$ cat src/fec_block_receive_tracker_macros.svh
// ---------------------------------------------------------------------------
// fec block receive tracker assertion macros
// shared concurrent assertion forms, clocked on the rising edge and
// disabled while reset is held
// ---------------------------------------------------------------------------
`ifndef FEC_BLOCK_RECEIVE_TRACKER_MACROS_SVH
`define FEC_BLOCK_RECEIVE_TRACKER_MACROS_SVH

// consequent must hold in the same cycle as the antecedent
`define FBRT_ASSERT_IMPLY(label, clk, rst_n, ante, cons, msg) \
    label: assert property (@(posedge clk) disable iff (!(rst_n)) \
        (ante) |-> (cons)) else $error(msg);

// consequent must hold in the cycle after the antecedent
`define FBRT_ASSERT_NEXT(label, clk, rst_n, ante, cons, msg) \
    label: assert property (@(posedge clk) disable iff (!(rst_n)) \
        (ante) |=> (cons)) else $error(msg);

`endif

$ cat src/fbrt_pkg.sv
// ---------------------------------------------------------------------------
// fbrt_pkg
// constants and types of the fec block receive tracker
// ---------------------------------------------------------------------------
package fbrt_pkg;

    localparam int BLOCKS  = 8;
    localparam int SLOTS   = 32;
    localparam int BLOCK_W = 3;
    localparam int SLOT_W  = 5;
    localparam int ROW_W   = 2 * SLOTS;
    // count width able to hold SLOTS itself
    localparam int CNT_W   = $clog2(SLOTS + 1);
    // slots are counted in groups of eight, then the groups are summed
    localparam int NGRP    = (SLOTS + 7) / 8;
    localparam int GRP_W   = 4;

    // field widths
    localparam int MODE_W     = 2;
    localparam int DCOUNT_W   = 6;
    localparam int PCOUNT_W   = 5;
    localparam int MISS_W     = 6;
    localparam int PAR_W      = 5;
    localparam int CFG_IDX_W  = 1;
    localparam int CFG_DATA_W = 6;

    localparam logic [CFG_IDX_W-1:0] CFG_DATA_COUNT   = 1'b0;
    localparam logic [CFG_IDX_W-1:0] CFG_PARITY_COUNT = 1'b1;

    localparam logic [DCOUNT_W-1:0] DCOUNT_RST = 6'd4;
    localparam logic [PCOUNT_W-1:0] PCOUNT_RST = 5'd1;

    typedef enum logic [1:0] {
        ST_ABSENT    = 2'd0,
        ST_PRESENT   = 2'd1,
        ST_RECOVERED = 2'd2
    } t_status;

    typedef enum logic [MODE_W-1:0] {
        MODE_CLEAR     = 2'd0,
        MODE_RECEIVED  = 2'd1,
        MODE_RECOVERED = 2'd2,
        MODE_QUERY     = 2'd3
    } t_mode;

endpackage

$ cat src/fec_block_receive_tracker.sv
// ---------------------------------------------------------------------------
// fec_block_receive_tracker
// slot reception state (absent, present, recovered) of a ring of erasure-code
// blocks, with per-event data and parity counts
// ---------------------------------------------------------------------------
// One event is handled at a time: the block's row of slot states is read from
// a one-row-per-block memory, modified and written back with the count masks
// built, counted in groups of eight slots, and the group counts are summed into
// the output register, which waits while the output is stalled. The input
// accepts a new event as soon as the previous result sits in the output
// register, so no event is taken while another is still in flight.
// The read-modify-write of a row completes before the next event is taken, so
// no forwarding is needed. After reset every row reads as all absent by way
// of one valid flag per block; there is no clearing pass. A clear event
// rewrites the whole row in its single write-back.
// ---------------------------------------------------------------------------
`include "fec_block_receive_tracker_macros.svh"

module fec_block_receive_tracker (
    input  logic                                i_clk,
    input  logic                                i_rst_n,
    input  logic                                i_cfg_we,
    input  logic [fbrt_pkg::CFG_IDX_W-1:0]      i_cfg_index,
    input  logic [fbrt_pkg::CFG_DATA_W-1:0]     i_cfg_data,
    input  logic                                i_valid,
    output logic                                o_stall,
    input  logic [fbrt_pkg::MODE_W-1:0]         i_mode,
    input  logic [fbrt_pkg::BLOCK_W-1:0]        i_block,
    input  logic [fbrt_pkg::SLOT_W-1:0]         i_slot,
    output logic                                o_valid,
    input  logic                                i_stall,
    output logic                                o_was_inserted,
    output logic                                o_was_recovered,
    output logic [fbrt_pkg::MISS_W-1:0]         o_missing_data,
    output logic [fbrt_pkg::PAR_W-1:0]          o_present_parity,
    output logic                                o_decodable,
    output logic                                o_all_data_in
);

    typedef enum logic [1:0] {
        S_IDLE,
        S_MOD,
        S_CNT,
        S_FIN
    } t_state;

    localparam int VEC_W = fbrt_pkg::NGRP * 8;

    t_state                              r_state;

    logic [fbrt_pkg::DCOUNT_W-1:0]       r_data_count;
    logic [fbrt_pkg::PCOUNT_W-1:0]       r_parity_count;

    // slot state memory, one row per block
    logic [fbrt_pkg::ROW_W-1:0]          mem [fbrt_pkg::BLOCKS];
    logic [fbrt_pkg::ROW_W-1:0]          r_rd_row;
    logic [fbrt_pkg::BLOCKS-1:0]         r_row_vld;

    fbrt_pkg::t_mode                     r_mode;
    logic [fbrt_pkg::BLOCK_W-1:0]        r_block;
    logic [fbrt_pkg::SLOT_W-1:0]         r_slot;
    logic                                r_row_ok;

    logic [1:0]                          r_prev;
    logic [VEC_W-1:0]                    r_miss_vec;
    logic [VEC_W-1:0]                    r_par_vec;
    logic [fbrt_pkg::GRP_W-1:0]          r_miss_grp [fbrt_pkg::NGRP];
    logic [fbrt_pkg::GRP_W-1:0]          r_par_grp  [fbrt_pkg::NGRP];

    logic                                r_out_valid;
    logic                                r_out_ins;
    logic                                r_out_rec;
    logic [fbrt_pkg::MISS_W-1:0]         r_out_miss;
    logic [fbrt_pkg::PAR_W-1:0]          r_out_par;
    logic                                r_out_dec;
    logic                                r_out_all;

    logic                                w_accept;
    logic                                w_in_blk_ok;
    logic                                w_blk_ok;
    logic                                w_slot_ok;
    logic [fbrt_pkg::CNT_W-1:0]          w_k_eff;
    logic [fbrt_pkg::CNT_W-1:0]          w_pend;
    logic [fbrt_pkg::ROW_W-1:0]          w_old_row;
    logic [fbrt_pkg::ROW_W-1:0]          w_new_row;
    logic [1:0]                          w_prev;
    logic [VEC_W-1:0]                    w_miss_vec;
    logic [VEC_W-1:0]                    w_par_vec;
    logic                                w_mem_we;
    logic [fbrt_pkg::GRP_W-1:0]          w_miss_grp [fbrt_pkg::NGRP];
    logic [fbrt_pkg::GRP_W-1:0]          w_par_grp  [fbrt_pkg::NGRP];
    logic [fbrt_pkg::CNT_W-1:0]          w_miss_sum;
    logic [fbrt_pkg::CNT_W-1:0]          w_par_sum;
    logic                                w_out_load;

    assign o_stall  = (r_state != S_IDLE);
    assign w_accept = i_valid && !o_stall;

    assign w_in_blk_ok = ({1'b0, i_block} < (fbrt_pkg::BLOCK_W + 1)'(fbrt_pkg::BLOCKS));
    assign w_blk_ok    = ({1'b0, r_block} < (fbrt_pkg::BLOCK_W + 1)'(fbrt_pkg::BLOCKS));
    assign w_slot_ok   = w_blk_ok &&
                         ({1'b0, r_slot} < (fbrt_pkg::SLOT_W + 1)'(fbrt_pkg::SLOTS));

    // data slots limited to the row, parity slots to what is left of it
    always_comb begin
        logic [fbrt_pkg::CNT_W:0] sum;
        if ({1'b0, r_data_count} > (fbrt_pkg::DCOUNT_W + 1)'(fbrt_pkg::SLOTS)) begin
            w_k_eff = fbrt_pkg::CNT_W'(fbrt_pkg::SLOTS);
        end else begin
            w_k_eff = fbrt_pkg::CNT_W'(r_data_count);
        end
        sum = {1'b0, w_k_eff} + (fbrt_pkg::CNT_W + 1)'(r_parity_count);
        if (sum > (fbrt_pkg::CNT_W + 1)'(fbrt_pkg::SLOTS)) begin
            w_pend = fbrt_pkg::CNT_W'(fbrt_pkg::SLOTS);
        end else begin
            w_pend = sum[fbrt_pkg::CNT_W-1:0];
        end
    end

    // row update and count masks
    always_comb begin
        logic [1:0]                  st;
        logic [fbrt_pkg::CNT_W-1:0]  idx;
        w_old_row = r_row_ok ? r_rd_row : '0;
        w_prev    = w_slot_ok ? w_old_row[{r_slot, 1'b0} +: 2] : fbrt_pkg::ST_ABSENT;
        w_new_row = w_old_row;
        unique case (r_mode)
            fbrt_pkg::MODE_CLEAR: begin
                w_new_row = '0;
            end
            fbrt_pkg::MODE_RECEIVED: begin
                if (w_slot_ok) begin
                    w_new_row[{r_slot, 1'b0} +: 2] = fbrt_pkg::ST_PRESENT;
                end
            end
            fbrt_pkg::MODE_RECOVERED: begin
                if (w_slot_ok && (fbrt_pkg::CNT_W'(r_slot) < w_k_eff) &&
                    (w_prev != fbrt_pkg::ST_PRESENT)) begin
                    w_new_row[{r_slot, 1'b0} +: 2] = fbrt_pkg::ST_RECOVERED;
                end
            end
            fbrt_pkg::MODE_QUERY: begin
            end
            default: begin
            end
        endcase
        w_miss_vec = '0;
        w_par_vec  = '0;
        for (int i = 0; i < fbrt_pkg::SLOTS; i++) begin
            st  = w_new_row[2*i +: 2];
            idx = fbrt_pkg::CNT_W'(i);
            w_miss_vec[i] = (idx < w_k_eff) && (st == fbrt_pkg::ST_ABSENT);
            w_par_vec[i]  = (idx >= w_k_eff) && (idx < w_pend) &&
                            (st == fbrt_pkg::ST_PRESENT);
        end
    end

    assign w_mem_we = (r_state == S_MOD) && w_blk_ok;

    // per-group popcounts
    always_comb begin
        for (int g = 0; g < fbrt_pkg::NGRP; g++) begin
            w_miss_grp[g] = '0;
            w_par_grp[g]  = '0;
            for (int b = 0; b < 8; b++) begin
                w_miss_grp[g] = w_miss_grp[g] + fbrt_pkg::GRP_W'(r_miss_vec[8*g + b]);
                w_par_grp[g]  = w_par_grp[g] + fbrt_pkg::GRP_W'(r_par_vec[8*g + b]);
            end
        end
    end

    always_comb begin
        w_miss_sum = '0;
        w_par_sum  = '0;
        for (int g = 0; g < fbrt_pkg::NGRP; g++) begin
            w_miss_sum = w_miss_sum + fbrt_pkg::CNT_W'(r_miss_grp[g]);
            w_par_sum  = w_par_sum + fbrt_pkg::CNT_W'(r_par_grp[g]);
        end
    end

    assign w_out_load = (r_state == S_FIN) && (!r_out_valid || !i_stall);

    always_ff @(posedge i_clk) begin
        if (w_mem_we) begin
            mem[r_block] <= w_new_row;
        end
        if (w_accept) begin
            r_rd_row <= mem[i_block];
        end
    end

    always_ff @(posedge i_clk) begin
        if (!i_rst_n) begin
            r_state        <= S_IDLE;
            r_data_count   <= fbrt_pkg::DCOUNT_RST;
            r_parity_count <= fbrt_pkg::PCOUNT_RST;
            r_row_vld      <= '0;
            r_out_valid    <= 1'b0;
        end else begin
            if (i_cfg_we) begin
                unique case (i_cfg_index)
                    fbrt_pkg::CFG_DATA_COUNT: begin
                        r_data_count <= i_cfg_data[fbrt_pkg::DCOUNT_W-1:0];
                    end
                    fbrt_pkg::CFG_PARITY_COUNT: begin
                        r_parity_count <= i_cfg_data[fbrt_pkg::PCOUNT_W-1:0];
                    end
                    default: begin
                    end
                endcase
            end
            if (w_mem_we) begin
                r_row_vld[r_block] <= 1'b1;
            end
            if (w_out_load) begin
                r_out_valid <= 1'b1;
            end else if (r_out_valid && !i_stall) begin
                r_out_valid <= 1'b0;
            end
            unique case (r_state)
                S_IDLE: begin
                    if (w_accept) begin
                        r_state <= S_MOD;
                    end
                end
                S_MOD: begin
                    r_state <= S_CNT;
                end
                S_CNT: begin
                    r_state <= S_FIN;
                end
                S_FIN: begin
                    if (w_out_load) begin
                        r_state <= S_IDLE;
                    end
                end
                default: begin
                    r_state <= S_IDLE;
                end
            endcase
        end
    end

    // payload registers
    always_ff @(posedge i_clk) begin
        if (w_accept) begin
            r_mode   <= fbrt_pkg::t_mode'(i_mode);
            r_block  <= i_block;
            r_slot   <= i_slot;
            r_row_ok <= w_in_blk_ok && r_row_vld[i_block];
        end
        if (r_state == S_MOD) begin
            r_prev     <= w_prev;
            r_miss_vec <= w_miss_vec;
            r_par_vec  <= w_par_vec;
        end
        if (r_state == S_CNT) begin
            r_miss_grp <= w_miss_grp;
            r_par_grp  <= w_par_grp;
        end
        if (w_out_load) begin
            r_out_ins  <= (r_prev != fbrt_pkg::ST_ABSENT);
            r_out_rec  <= (r_prev == fbrt_pkg::ST_RECOVERED);
            r_out_miss <= fbrt_pkg::MISS_W'(w_miss_sum);
            r_out_par  <= fbrt_pkg::PAR_W'(w_par_sum);
            r_out_dec  <= (w_miss_sum <= w_par_sum);
            r_out_all  <= (w_miss_sum == '0);
        end
    end

    assign o_valid          = r_out_valid;
    assign o_was_inserted   = r_out_ins;
    assign o_was_recovered  = r_out_rec;
    assign o_missing_data   = r_out_miss;
    assign o_present_parity = r_out_par;
    assign o_decodable      = r_out_dec;
    assign o_all_data_in    = r_out_all;

    `FBRT_ASSERT_NEXT(a_busy_after_transfer, i_clk, i_rst_n, w_accept, o_stall, "no stall after input transfer")
    `FBRT_ASSERT_IMPLY(a_rec_is_ins, i_clk, i_rst_n, o_valid, !o_was_recovered || o_was_inserted, "recovered slot reported as absent")
    `FBRT_ASSERT_IMPLY(a_all_in_flag, i_clk, i_rst_n, o_valid, o_all_data_in == (o_missing_data == '0), "all-data flag disagrees with count")
    `FBRT_ASSERT_IMPLY(a_dec_flag, i_clk, i_rst_n, o_valid, o_decodable == ({1'b0, o_missing_data} <= {2'b0, o_present_parity}), "decodable flag disagrees with counts")
    `FBRT_ASSERT_IMPLY(a_miss_range, i_clk, i_rst_n, o_valid, {1'b0, o_missing_data} <= 7'(fbrt_pkg::SLOTS), "missing count above slot count")

endmodule

$ cat config.mk
export PLATFORM = sky130hd
export DESIGN_NAME = fec_block_receive_tracker
export DESIGN_NICKNAME = d
export VERILOG_FILES = /design/src/fbrt_pkg.sv /design/src/fec_block_receive_tracker.sv
export VERILOG_INCLUDE_DIRS = /design/src /design/src/src
export SDC_FILE = /design/constraint.sdc
export NUM_CORES = 1
export LEC_CHECK = 0
export ABC_CLOCK_PERIOD_IN_PS = 7000
export BUFFER_PORTS_ARGS = -buffer_cell sky130_fd_sc_hd__buf_2
export CAP_MARGIN = 40
export CORE_MARGIN = 1.5
export CORE_UTILIZATION = 50
export CTS_CLUSTER_DIAMETER = 200
export DETAILED_ROUTE_END_ITERATION = 8
export PLACE_DENSITY = 0.65
export SLEW_MARGIN = 20
export SYNTH_ARGS = -nofsm -noshare
export SYNTH_HDL_FRONTEND = slang
export SYNTH_SLANG_ARGS = --single-unit
$ cat constraint.sdc
create_clock -name i_clk -period 7 [get_ports i_clk]
set_input_delay 0.35 -clock i_clk [delete_from_list [all_inputs] [get_ports i_clk]]
set_output_delay 0.35 -clock i_clk [all_outputs]
set_load 0.02 [all_outputs]
==> impl_metrics.yaml <==
outcome:
  status: "finished clean"
synth:
  netlist_instances: 1846
  async_flop_share_pct: 0
  syn_area_per_cell_um2: 17.22
  synth_seq_cells: 722
  synth.net_count: 1975
  synth_warnings: 0
  yosys.area.top_type: "edfxtp_1"
  synth_edf_count: 700
  ys_types: 76
  seq_area_frac_synth_pct: 67.51
  syn_area_mm2: 0.03179
  synthFlopType: "edfxtp_1"
  ys_top_cells_by_area: "edfxtp_1, mux4_2, fa_1"
  synth_top_area_share_pct: 66.13
finish:
  drive_above_1_share_pct: 22.46
  layout_commonest_cell: "edfxtp_1"
  nets: 2055
  syn_to_final_growth_pct: 12.01
  mostFrequentLayoutCells: "edfxtp_1, mux4_2, nand2_1, inv_1, clkbuf_16"
  finish.instance_area_mm2: 0.03561
setup_path:
  cp_max_fo: 31
  path_delay_family: "compound AO/OA/AOI/OAI gates"
  r2r_setup_slack_ps: 2740
  worst-path-buf-inv: 2
  r2r_cells: 9
  crit_type: "reg -> reg"
  reg2reg_from: "r_slot[0]$_DFFE_PP_"
  cp-start-kind: "flop"
  cp_cell_sequence: "buf_4 > mux4_2 > mux2_2 > a22o_1 > o221a_2 > or3_2 > buf_12 > o22ai_1 > and4b_1"
  critPathSlowestCell: "or3_2"
  cp-end-kind: "flop"
  required_ps: 7370
  r2r_end: "r_par_vec[22]$_DFFE_PP_"
  max_stage_delay_ps: 630
  crit_start: "r_slot[0]$_DFFE_PP_"
  arrival_ps: 4630
drt:
  totalWireLength_mm: 76.44
  drt-initial-drc-count: 1682
  postRouteAntennaNets: 0
  vias: 17350
  first_pass_iters: 8
  drc_errors: 0
  avgRoutedWirePerCell_um: 27.01
  post_drt_via_cell_ratio: 6.132
floorplan:
  die_w_um: 255.1
  core_mm2: 0.06297
  die_y_um: 255.1
  initial_core_util_pct: 50.48
  core.rowCount: 92
  design.die.area_mm2: 0.06510
  pin_count: 39
timing:
  worst_pin_slew_ps: 1058
  rsz0062_at_grt: "false"
  fin_tns_setup_ps: 0
  hold_viol_final: 0
  period_share_pct: 60.82
  layout_setup_ws_ps: 2743
  setup_violations: 0
  slew_violations: 0
  max_freq_mhz: 234.9
  finalCriticalPeriod_ps: 4257
  slew_headroom_pct: 29.48
  fin_skew_ps: 35.48
cts:
  cts.sinks: 722
  clk_latency_ps: 620
  cts_tree: "yes"
  cts-resized-gates: 0
  clock_path_buffers: 3
  cts_root_buf: "clkbuf_16"
  htree_levels: 3
  cts_setup_buffers: 0
  hold_buffers: 8
  cts_buffers: 75
  cts.clk_slew.worst_paths_ps: 60
power:
  p_per_area_mw_per_mm2: 403.3
  clkPwrFrac_pct: 26.7
  swShare_pct: 32.16
  p_sw_w: 0.004619
  peakVddDrop_uv: 270.7
  p_seq_share_pct: 43.0
  pwr-share-comb_pct: 30.4
  p_int_w: 0.009742
  p_leak_nw: 12.27
global_routing:
  grt_overflow_total: 0
  grt_pass1_vias: 17380
  grt_max_degree: 103
  antenna_found_initial: 1
  grt_pass1_wl_mm: 113.5
  grt.total_usage_pct: 24.14
hold_path:
  worstHoldStart: "i_cfg_data[4]"
  worstHoldPathCells: 3
  hold_end: "r_parity_count[4]$_SDFFE_PN0P_"
  hold_path.class: "in -> reg"
placement:
  place_area_mm2: 0.03304
  dpl.hpwl_mm: 48.70
  port_buffers: 38
  place_ws_ps: 2505
  place_congestion: 1.017
job:
  cap_violations: 0
## cell usage after synthesis, drive strengths merged, types with 4 or more instances
cell and instances:
o311a 16, and2 20, nor3 35, nand2b 19, nor3b 7, o21ai 52
a22o 5, a21boi 10, o21a 11, xor2 10, a22oi 7, or2 8
edfxtp 700, nand3 14, o211ai 11, nor2b 24, a21oi 62, mux2i 25
ha 58, nor4b 4, a211oi 8, a21o 12, or3 5, and3 4
mux2 71, inv 101, clkbuf 69, buf 24, nand2 112, o221ai 8
mux4 138, xnor2 10, nor2 24, a31oi 7, and4b 15, o311ai 4
fa 49, o22ai 19, dfxtp 22
## layer usage
metal | wire length, um | share of wire [%] | GRT usage, % | vias to the layer above
met2 | 35900 | 47 | 37.90 | 833
met3 | 6081 | 8.0 | 3.834 | 157
met4 | 2613 | 3.4 | 8.757 | 0
met5 | 0 | 0 | 0 | -
li1 | - | - | - | 7444
met1 | 31850 | 42 | 34.47 | 8920
## registers in the layout, indices dropped and copies added, names as in the netlist
signal            count
mem                 512
o_all_data_in         1
o_decodable           1
o_missing_data        6
o_present_parity      5
o_valid               1
o_was_inserted        1
o_was_recovered       1
r_block               3
r_data_count          6
r_miss_grp           16
r_miss_vec           32
r_mode                2
r_par_grp            16
r_par_vec            32
r_parity_count        5
r_prev                2
r_rd_row             64
r_row_ok              1
r_row_vld             8
r_slot                5
r_state               2
## logic make-up after synthesis
group	Yosys count	share of synthesized area, %
adders and majority gates	107	5.369
and+or+nand+nor	310	5.412
DFF	722	67.51
buffers and inverters	195	2.425
muxes	234	13.08
AOI/OAI and AO/OA	258	5.652
xor gates and xnor gates	20	0.5510
## through the flow
stage | cells | utilization (%) | power [W] | hold WS [ps]
floorplan | 1846 | - | 0.009106 | 435.4
global placement | 2673 | 52.46 | 0.01038 | 441.6
detailed placement | 2674 | 52.47 | 0.01058 | 455.4
CTS | 2814 | 56.32 | 0.01442 | 8.423
global route | 2827 | 56.54 | 0.01519 | 43.88
finish | 2830 | 56.55 | 0.01436 | 38.11
## how the worst max path moves through the flow
stage,end,slack (ps),depth (start not counted)
2_1_floorplan,mem[7][0]$_DFFE_PP_,1280,4
3_3_place_gp,r_par_vec[23]$_DFFE_PP_,2740,8
3_5_place_dp,r_par_vec[23]$_DFFE_PP_,2500,8
4_1_cts,r_par_vec[23]$_DFFE_PP_,2510,8
5_1_grt,r_par_vec[16]$_DFFE_PP_,2600,9
6_report,r_par_vec[22]$_DFFE_PP_,2740,9
## layout make-up
cell class | instances | area [um2]
timing repair buffer | 96 | 713.2
antenna | 3 | 7.507
clock inverter | 36 | 316.6
multi-input combinational | 929 | 9641
sequential | 722 | 21460
tap | 846 | 1059
inverter | 102 | 382.9
fill | 4787 | 27360
clock buffer | 96 | 2027
## power by group through the flow
stage	combinational, W	clock (W)	sequential [W]
after global placement	0.00414	0	0.00625
after detailed placement	0.00433	0	0.00625
after floorplan	0.00299	0	0.00612
after global routing	0.00491	0.00406	0.00621
after CTS	0.00436	0.00389	0.00617
final	0.00436	0.00383	0.00617
## tightest hold or removal path, delay by kind of cell
kind | cells | cell delay (ps)
AO/OA/AOI/OAI | 1 | 60
buffers and inverters | 1 | 120
AND/OR/NAND/NOR | 1 | 60
Power figures use the tool's default switching activity.
